### config.mk
export PLATFORM = sky130hd
export DESIGN_NAME = lbs_ram
export DESIGN_NICKNAME = d
export VERILOG_FILES = /design/src/sv/lbs_ram.sv
export SDC_FILE = /design/constraint.sdc
export NUM_CORES = 1
export LEC_CHECK = 0
export ABC_AREA = 1
export BUFFER_PORTS_ARGS = -buffer_cell sky130_fd_sc_hd__buf_2
export CORE_ASPECT_RATIO = 1.4
export CORE_MARGIN = 2
export CORE_UTILIZATION = 30
export CTS_CLUSTER_DIAMETER = 80
export DETAILED_ROUTE_END_ITERATION = 10
export PLACE_DENSITY = 0.55
export SLEW_MARGIN = 30
export SYNTH_ARGS = -nofsm -noshare
export SYNTH_HDL_FRONTEND = slang
export SYNTH_SLANG_ARGS = --single-unit
### constraint.sdc
create_clock -name clk -period 2.5 [get_ports clk]
set_input_delay 0.125 -clock clk [delete_from_list [all_inputs] [get_ports clk]]
set_output_delay 0.125 -clock clk [all_outputs]
set_load 0.1 [all_outputs]
### src/sv/lbs_ram.sv
`default_nettype none
module lbs_ram #(
	parameter int WIDTH = 32,
	parameter int DEPTH = 16
) (
	input  wire logic                                   clk,
	input  wire logic                                   we,
	input  wire logic [(DEPTH > 1 ? $clog2(DEPTH) : 1)-1:0] waddr,
	input  wire logic [WIDTH-1:0]                       wdata,
	input  wire logic [(DEPTH > 1 ? $clog2(DEPTH) : 1)-1:0] raddr,
	output logic      [WIDTH-1:0]                       rdata
);
	logic [WIDTH-1:0] mem_q [DEPTH];
	logic [WIDTH-1:0] rdata_q;

	// write port, registered read port
	always_ff @(posedge clk) begin
		if (we) begin
			mem_q[waddr] <= wdata;
		end
		rdata_q <= mem_q[raddr];
	end

	assign rdata = rdata_q;
endmodule
`default_nettype wire

# Yosys cells after proc, flatten, opt, wreduce, memory -nomap -nowiden
# Memories as Yosys holds them, arrays and structs flattened. A register that Yosys moved wholly into a read port is not among the register bits.
# Index checks and enable logic that the tools add are counted.
# totals
regBits	0
ram_bits	512
inputBits	42
output_inout_bits	32
word_cells	3
memories	1
# memory_table
memory	words	word_bits	read_ports	rd_ports_with_merged_regs	write_ports	line	source
mem_q	16	32	1	1	1	13	logic [WIDTH-1:0] mem_q [DEPTH];
# classes
muxes	2
# op_table
operator	n
$mux 1	2

# Depth between registers and ports, before layout
# Gate-level depths: netlist of the first run.
# logic_depth
ltp_word	2
ltp_mapped	10
depth_no_buf	7

# Worst setup path after synthesis of the first run
# Ideal clock, no wire load.
# synth_timing
path_kind	input to register
start	input port waddr[2] (netlist name)
end	memory mem_q[10][0], enable pin
arrival_time_ps	1697
setup_slack_ps	382
stages	2
path_buffers	0
cell_sequence	nand3b_1 > nor2_1
# synth_rtl
element	line	source
start, declared	8	input wire logic [(DEPTH > 1 ? $clog2(DEPTH) : 1)-1:0] waddr,
end, declared	13	
# No word-level cell before the write port.

# Worst setup path after layout of the first run
# layout_timing
start	register rdata_q[10] (netlist: rdata[10]) (read register of mem_q)
end	output port rdata[10]
# layout_rtl
element	line	source
start, declared	14	logic [WIDTH-1:0] rdata_q;
end, declared	11	output logic [WIDTH-1:0] rdata
# No word-level cell between the ends.

==> flow_summary.json, run 1 <==
{
  "synthesis.area_per_instance_um2": 10.7,
  "clock_latency_ps": 580,
  "cts_inserted_buffers": 49,
  "rsz0062_at_grt": "no",
  "p_per_area_nw_per_um2": 753,
  "drt-total-wl_mm": 56.0,
  "critPathKind": "register to output port",
  "switching_power_w": 0.00461,
  "place_inst": 3088,
  "row_count": 119,
  "finalSetupViolations": 0,
  "slew_violations": 0,
  "period_share": 0.639,
  "drt_iter0_drc": 1279,
  "fin_ws_ps": 903,
  "status": "finished, final reports clean",
  "clk_pin_slew_worst_paths_ps": 60,
  "fin_tns_setup_ps": 0,
  "core_um2": 75200,
  "cts-root-buf": "clkbuf_16",
  "synth_cell_types": 15,
  "power_frac_comb": 0.083,
  "die_y_um": 330,
  "drtAntennaViolNets": 0,
  "power.total_w": 0.0198,
  "htreeDepth": 2,
  "ir_drop_mv": 0.392,
  "start_util": 0.302,
  "cts_sinks": 544,
  "netlist_instances": 2120,
  "place_hpwl_mm": 28.8,
  "slew_headroom": 0.327,
  "drtPass1Iterations": 5,
  "io_pins": 74,
  "syn_nets": 2162,
  "mostFrequentLayoutCells": "nand2_1 (677), edfxtp_1 (512), inv_1 (386), nand3_1 (385), buf_2 (71)",
  "synthToLayoutAreaGrowth_pct": 15.3,
  "fmax_mhz": 626,
  "p_int_w": 0.0151,
  "gp_congestion": 0.724,
  "crit_path_end_kind": "output port",
  "dp_slack_ps": 737,
  "slowest_delay_ps": 470,
  "hold_viol": 0,
  "first_global_vias": 14400,
  "grt_start_max_net_pins": 131,
  "final_common_cell": "nand2_1",
  "worst_hold_path_type": "input pin to register",
  "cts_tree": "built",
  "clockBufferDepth": 3,
  "multi_input_area_um2": 4670,
  "seq_power_share": 0.519,
  "wl_per_cell_um": 17.5,
  "fin_cells": 3210,
  "syn_area_um2": 22700,
  "port_buffers": 73,
  "nets": 2245,
  "n_fill_cell": 7337,
  "viasPerCell": 4.51,
  "setup.worst_path.start_class": "register",
  "final.min_clock_period_ps": 1600,
  "fp.dieArea_um2": 78000,
  "worst-path-max-fanout": 1,
  "cts_setup_buffers": 0,
  "maxCapViolCount": 0,
  "crit_slowest_cell": "buf_2",
  "path_cells": "buf_2",
  "via_count": 14500,
  "crit_family": "buffers and inverters",
  "cp.required_ps": 2380,
  "drive_above_1_share": 0.0870,
  "worst_slew_pin_slew_ps": 1010,
  "regArea_um2": 16000,
  "postPlaceCellArea_um2": 24200,
  "drc_errors": 0,
  "p_clk_frac": 0.398,
  "worst-path-buf-inv": 1,
  "met3_length_mm": 2.59,
  "top_layer_used": "met5",
  "antenna_found_initial": 2,
  "wl_met2_mm": 28.3,
  "power_switching_share": 0.233,
  "grt_pass1_wl_mm": 85.4,
  "yosysWarnings": 0,
  "p_leak_nw": 10.9,
  "design_area_um2": 26200,
  "wirelength_met1_mm": 23.8,
  "die_w_um": 237,
  "yosysSeqAreaShare": 0.705,
  "ys_ff_latch": 544,
  "skew_ps": 11.2,
  "grt_use_total": 0.142,
  "grt-ovfl-total": 0,
  "cp_data_arrival_time_ps": 1470
}
[power groups by stage]
stage	Clock (W)	Sequential (W)	Combinational, W
final	0.00786	0.0103	0.00164
after detailed placement	0	0.0105	0.00162
after CTS	0.00802	0.0103	0.00166
after global placement	0	0.0105	0.00160
after global routing	0.00833	0.0103	0.00179
after floorplan	0	0.0109	0.000695
[layout make-up]
type,instances,area share
clock buffer,70,0.0529
antenna,1,0.0000954
sequential,544,0.611
inverter,390,0.0561
tap,968,0.0462
timing repair buffer,137,0.0453
clock inverter,19,0.0105
multi-input combinational,1081,0.178
[synth_stat cells]
| library cell | count | area (um^2) |
|---|---|---|
| inv_2 | 1 | 3.75 |
| buf_4 | 6 | 45.0 |
| edfxtp_1 | 512 | 15400 |
| buf_2 | 41 | 205 |
| nor2_1 | 17 | 63.8 |
| clkbuf_1 | 14 | 52.6 |
| buf_1 | 14 | 52.6 |
| inv_1 | 388 | 1460 |
| nand3b_1 | 2 | 15.0 |
| buf_12 | 1 | 20.0 |
| nand3_1 | 385 | 1930 |
| nand2_1 | 677 | 2540 |
| inv_4 | 1 | 6.26 |
| dfxtp_1 | 32 | 641 |
| buf_6 | 29 | 327 |
[timing repair]
item | in CTS | in global routing
hold endpoints to repair | 512 | 0
hold buffers | 32 | 0
resized for setup | 0 | 0
[state kept, by name, indices dropped and copies added (netlist names)]
register / count
mem_q: 512
rdata: 32
[kinds of logic (layout without fill, tap and decap cells)]
family / after synthesis / after routing / share of synthesized area
other cells: 0 / 1 / 0
simple gates: 1081 / 1081 / 0.200
buf+inv: 495 / 616 / 0.0954
flops: 544 / 544 / 0.705
[layer usage]
| layer | vias to the layer above | global-route usage |
|---|---|---|
| li1 | 6990 | - |
| met2 | 318 | 0.257 |
| met4 | 2 | 0.0414 |
| met3 | 80 | 0.0186 |
| met5 | - | 0 |
| met1 | 7091 | 0.179 |
[metrics by stage]
stage	util	hold WS, ps
global route	0.349	196
floorplan	-	224
detailed placement	0.322	514
finish	0.349	154
CTS	0.349	135
global placement	0.322	509
[path summary, 6_finish.rpt]
path                  from         to  slack, ps  cells past startpoint
max              rdata[10]  rdata[10]        900                      1
min               raddr[2]  rdata[30]        150                      5
max reg2reg   mem_q[13][8]   rdata[8]       1470                      6
min reg2reg  mem_q[10][30]  rdata[30]        660                      6
No activity file was read; power rests on OpenSTA's default activity.
==> run 2, diff against run 1 <==
--- a/config.mk
+++ b/config.mk
@@ -12,7 +12,7 @@
 export CORE_UTILIZATION = 30
 export CTS_CLUSTER_DIAMETER = 80
 export DETAILED_ROUTE_END_ITERATION = 10
-export PLACE_DENSITY = 0.55
+export PLACE_DENSITY = 0.57
 export SLEW_MARGIN = 30
 export SYNTH_ARGS = -nofsm -noshare
 export SYNTH_HDL_FRONTEND = slang
==> constraint.sdc (replaced) <==
create_clock -name clk -period 1.4 [get_ports clk]
set_input_delay 0.07 -clock clk [delete_from_list [all_inputs] [get_ports clk]]
set_output_delay 0.07 -clock clk [all_outputs]
set_load 0.1 [all_outputs]
==> flow_summary.json, run 2 (synthesis gave the netlist of run 1 again) <==
{
  "ir_drop_mv": 1.01,
  "mostFrequentLayoutCells": "nand2_1 (677), edfxtp_1 (512), inv_1 (386), nand3_1 (385), buf_12 (54)",
  "synthToLayoutAreaGrowth_pct": 18.7,
  "dp_slack_ps": 36.0,
  "p_clk_frac": 0.382,
  "worst_slew_pin_slew_ps": 489,
  "fin_cells": 3258,
  "period_share": 0.971,
  "p_int_w": 0.0266,
  "io_pins": 74,
  "drt-total-wl_mm": 56.0,
  "setup.worst_path.start_class": "register",
  "seq_power_share": 0.525,
  "wl_per_cell_um": 17.2,
  "status": "finished, final reports clean",
  "slowest_delay_ps": 410,
  "htreeDepth": 2,
  "gp_congestion": 0.797,
  "drive_above_1_share": 0.104,
  "reg2regPathDepth": 6,
  "final.min_clock_period_ps": 1360,
  "largest-register": "mem_q",
  "fin_ws_ps": 40.8,
  "grt_use_total": 0.143,
  "cp_data_arrival_time_ps": 1290,
  "p_leak_nw": 11.3,
  "crit_path_end_kind": "output port",
  "rrSetupSlack_ps": 330,
  "worst-path-buf-inv": 1,
  "die_y_um": 330,
  "final_common_cell": "nand2_1",
  "grt_start_max_net_pins": 65,
  "r2r_end": "rdata[3]",
  "cts_tree": "built",
  "skew_ps": 16.3,
  "drc_errors": 0,
  "grt-ovfl-total": 0,
  "viasPerCell": 4.50,
  "finalSetupViolations": 0,
  "slew_headroom": 0.676,
  "largest_reg_flops": 512,
  "crit_family": "buffers and inverters",
  "crit_slowest_cell": "buf_2",
  "row_count": 119,
  "fmax_mhz": 736,
  "clock_latency_ps": 580,
  "antenna_cells": 0,
  "via_count": 14700,
  "min_path_cells": 4,
  "drt_iter0_drc": 1101,
  "slew_violations": 0,
  "fp.dieArea_um2": 78000,
  "worstReg2RegStart": "mem_q[1][3]",
  "cp.required_ps": 1330,
  "power_frac_comb": 0.093,
  "cts_inserted_buffers": 50,
  "maxCapViolCount": 0,
  "hold_viol": 0,
  "rsz0062_at_grt": "no",
  "start_util": 0.302,
  "nets": 2291,
  "hp-start": "raddr[3]",
  "place_hpwl_mm": 34.3,
  "whs_ps": 58.9,
  "antenna_found_initial": 0,
  "port_buffers": 73,
  "switching_power_w": 0.00831,
  "clk_pin_slew_worst_paths_ps": 60,
  "power_switching_share": 0.238,
  "cts-root-buf": "clkbuf_16",
  "cts_sinks": 544,
  "p_per_area_nw_per_um2": 1290,
  "core_um2": 75200,
  "worst_hold_path_type": "input pin to register",
  "place_inst": 3132,
  "path_cells": "buf_2",
  "min_to": "rdata[29]",
  "die_w_um": 237,
  "drtAntennaViolNets": 0,
  "critPathKind": "register to output port",
  "grt_pass1_wl_mm": 85.9,
  "first_global_vias": 14700,
  "worst-path-max-fanout": 1,
  "clockBufferDepth": 3,
  "drtPass1Iterations": 5
}
run 2: worst register-to-register path: stages, from the launching register on:
cell and delay [ps]:
edfxtp_1 360, inv_1 70, nand2_1 50, nand3_1 80, nand3_1 140, nand3_1 160
nand2_1 100
run 2: power groups by stage:
stage,Clock (W),Sequential [W],Combinational (W)
2_1_floorplan,0,0.0194,0.00125
5_1_grt,0.0142,0.0183,0.00350
4_1_cts,0.0136,0.0183,0.00327
3_3_place_gp,0,0.0187,0.00310
6_report,0.0133,0.0183,0.00324
3_5_place_dp,0,0.0187,0.00312
run 2: how the worst max path moves through the flow:
stage,to,from,cells after the start
floorplan,mem_q[10][0],waddr[2],2
global placement,mem_q[9][22],waddr[1],5
detailed placement,mem_q[9][24],waddr[1],5
CTS,rdata[13],rdata[13],1
global route,rdata[3],rdata[3],1
finish,rdata[4],rdata[4],1
run 2: area by class of cell:
type	count	area [um^2]
Clock buffer	72	1400
Inverter	390	1470
Fill cell	7274	48200
Clock inverter	21	183
Sequential cell	544	16000
Tap cell	968	1210
Multi-Input combinational cell	1081	4670
Timing Repair Buffer	182	2040
run 2: through the flow:
stage	util	cell area, um^2	TNS [ps]	power, W
2_1_floorplan	-	22800	-85440	0.0207
3_3_place_gp	0.332	25000	0	0.0218
3_5_place_dp	0.332	25000	0	0.0218
4_1_cts	0.359	27000	0	0.0352
5_1_grt	0.359	27000	0	0.0360
6_report	0.359	27000	0	0.0349
run 2: repair_timing:
item,in CTS,in global routing
cloned,0,0
hold buffers,33,0
hold endpoints to repair,513,0
setup buffers,0,0
resized for setup,30,3
setup endpoints to repair,27,3
run 2: per-layer routing:
layer  routed length (um)  up-vias  part of all wire  track usage
li1                     -     7096                 -            -
met1                23600     7113              0.42        0.178
met2                28400      340              0.51        0.260
met3                 2220      103             0.040       0.0145
met4                 1720        0             0.031       0.0505
met5                    0        -                 0            0
==> run 3, diff against run 2 <==
--- a/config.mk
+++ b/config.mk
@@ -13,6 +13,7 @@
 export CTS_CLUSTER_DIAMETER = 80
 export DETAILED_ROUTE_END_ITERATION = 10
 export PLACE_DENSITY = 0.57
+export RECOVER_POWER = 100
 export SLEW_MARGIN = 30
 export SYNTH_ARGS = -nofsm -noshare
 export SYNTH_HDL_FRONTEND = slang
==> flow_summary.json, run 3 (synthesis gave the netlist of run 1 again) <==
{
  "cts_inserted_buffers": 50,
  "worstReg2RegStart": "mem_q[1][3]",
  "drtPass1Iterations": 5,
  "design_area_um2": 26400,
  "r2r_end": "rdata[3]",
  "worst_hold_path_type": "input pin to register",
  "gp_congestion": 0.797,
  "drt-total-wl_mm": 56.3,
  "p_leak_nw": 11.1,
  "nets": 2291,
  "maxCapViolCount": 0,
  "grt_use_total": 0.143,
  "status": "finished, final reports clean",
  "cts_tree": "built",
  "fmax_mhz": 735,
  "cp_data_arrival_time_ps": 1850,
  "critPathKind": "input pin to register",
  "whs_ps": 58.4,
  "hold_viol": 0,
  "crit_slowest_cell": "dlygate4sd3_1",
  "crit_family": "buffers and inverters",
  "cp.required_ps": 1890,
  "crit_start": "raddr[1]",
  "clock_latency_ps": 580,
  "cp.depth": 8,
  "fin_cells": 3258,
  "mostFrequentLayoutCells": "nand2_1 (677), edfxtp_1 (512), inv_1 (386), nand3_1 (385), clkbuf_1 (59)",
  "multi_input_area_um2": 4580,
  "worst-path-max-fanout": 12,
  "regArea_um2": 16000,
  "antenna_cells": 0,
  "antenna_found_initial": 0,
  "p_per_area_nw_per_um2": 1320,
  "drive_above_1_share": 0.0799,
  "htreeDepth": 2,
  "drtAntennaViolNets": 0,
  "wl_per_cell_um": 17.3,
  "io_pins": 74,
  "first_global_vias": 14700,
  "n_fill_cell": 7344,
  "port_buffers": 73,
  "path_cells": "dlygate4sd3_1, buf_4, inv_4, clkbuf_2, nand3_1, nand3_1, nand3_1, nand2_1",
  "die_w_um": 237,
  "worst_slew_pin_slew_ps": 1000,
  "via_count": 14700,
  "cts_setup_buffers": 0,
  "slowest_delay_ps": 570,
  "clockBufferDepth": 3,
  "largest_reg_flops": 512,
  "slew_violations": 0,
  "postPlaceCellArea_um2": 25000,
  "drt_iter0_drc": 1146,
  "place_hpwl_mm": 34.3,
  "finalSetupViolations": 0,
  "place_inst": 3132,
  "skew_ps": 13.6,
  "worst-path-buf-inv": 4,
  "final_common_cell": "nand2_1",
  "start_util": 0.302,
  "grt_start_max_net_pins": 65,
  "cts-root-buf": "clkbuf_16",
  "crit_path_frequent_cell": "nand3_1",
  "crit_path_end_kind": "register",
  "cts_sinks": 544,
  "rsz0062_at_grt": "no",
  "largest-register": "mem_q",
  "drc_errors": 0,
  "crit_end": "rdata[7]",
  "final.min_clock_period_ps": 1360,
  "period_share": 0.972,
  "die_y_um": 330,
  "ir_drop_mv": 1.01,
  "clk_pin_slew_worst_paths_ps": 60,
  "synthToLayoutAreaGrowth_pct": 16.2,
  "reg2regPathDepth": 6,
  "grt-ovfl-total": 0,
  "grt_pass1_wl_mm": 85.9,
  "row_count": 119,
  "core_um2": 75200,
  "setup.worst_path.start_class": "input pin",
  "min_path_cells": 4,
  "fp.dieArea_um2": 78000,
  "viasPerCell": 4.50,
  "rrSetupSlack_ps": 320,
  "slew_headroom": 0.331
}
## run 3: cell types whose count changed in the layout (fill, tap and decap cells not counted), sizes merged
cell / delta
buf: -93
clkbuf: +91
dlymetal6s2s: +2
## run 3: worst min path at each step
stage	startpoint	to	slack, ps
2_1_floorplan	wdata[0]	mem_q[0][0]	170
3_3_place_gp	wdata[10]	mem_q[0][10]	460
3_5_place_dp	wdata[10]	mem_q[0][10]	480
4_1_cts	raddr[3]	rdata[29]	30
5_1_grt	raddr[3]	rdata[29]	80
6_report	raddr[3]	rdata[29]	60
## run 3: cell type report
cell class                 count  share of cell area
sequential                   544               0.607
multi-input combinational   1081               0.173
timing repair buffer         182              0.0588
inverter                     390              0.0557
clock buffer                  72              0.0528
tap                          968              0.0459
clock inverter                21             0.00692
## run 3: timing repair
action                     4_1_cts  5_1_grt
resized for setup               30        3
setup endpoints to repair       27        3
hold buffers                    33        0
hold endpoints to repair       513        0
## run 3: tightest hold or removal path, delay by kind of cell
| family | cells | cell delay, ps |
|---|---|---|
| AND/OR/NAND/NOR | 2 | 150 |
| buffers and inverters | 2 | 360 |
## run 3: layer usage
layer / routed length (um) / vias to the layer above / global-route usage / share of wire
met5: 0 / - / 0 / 0
met3: 2430 / 106 / 0.0145 / 0.043
met1: 23500 / 7094 / 0.178 / 0.42
met2: 28600 / 363 / 0.260 / 0.51
li1: - / 7097 / - / -
met4: 1690 / 0 / 0.0505 / 0.030
## run 3: where the power goes
part | total [W] | switching, W | internal [W]
registers | 0.0183 | 0.000121 | 0.0182
logic | 0.00314 | 0.00234 | 0.000798
clock network | 0.0133 | 0.00582 | 0.00749
## run 3: through the flow
stage / setup WS, ps / utilization / power (W) / TNS, ps
floorplan: -203 / - / 0.0207 / -85440
global placement: 35.9 / 0.332 / 0.0218 / 0
detailed placement: 36.0 / 0.332 / 0.0218 / 0
CTS: 0.354 / 0.359 / 0.0352 / 0
global route: 6.11 / 0.351 / 0.0359 / 0
finish: 39.1 / 0.351 / 0.0348 / 0
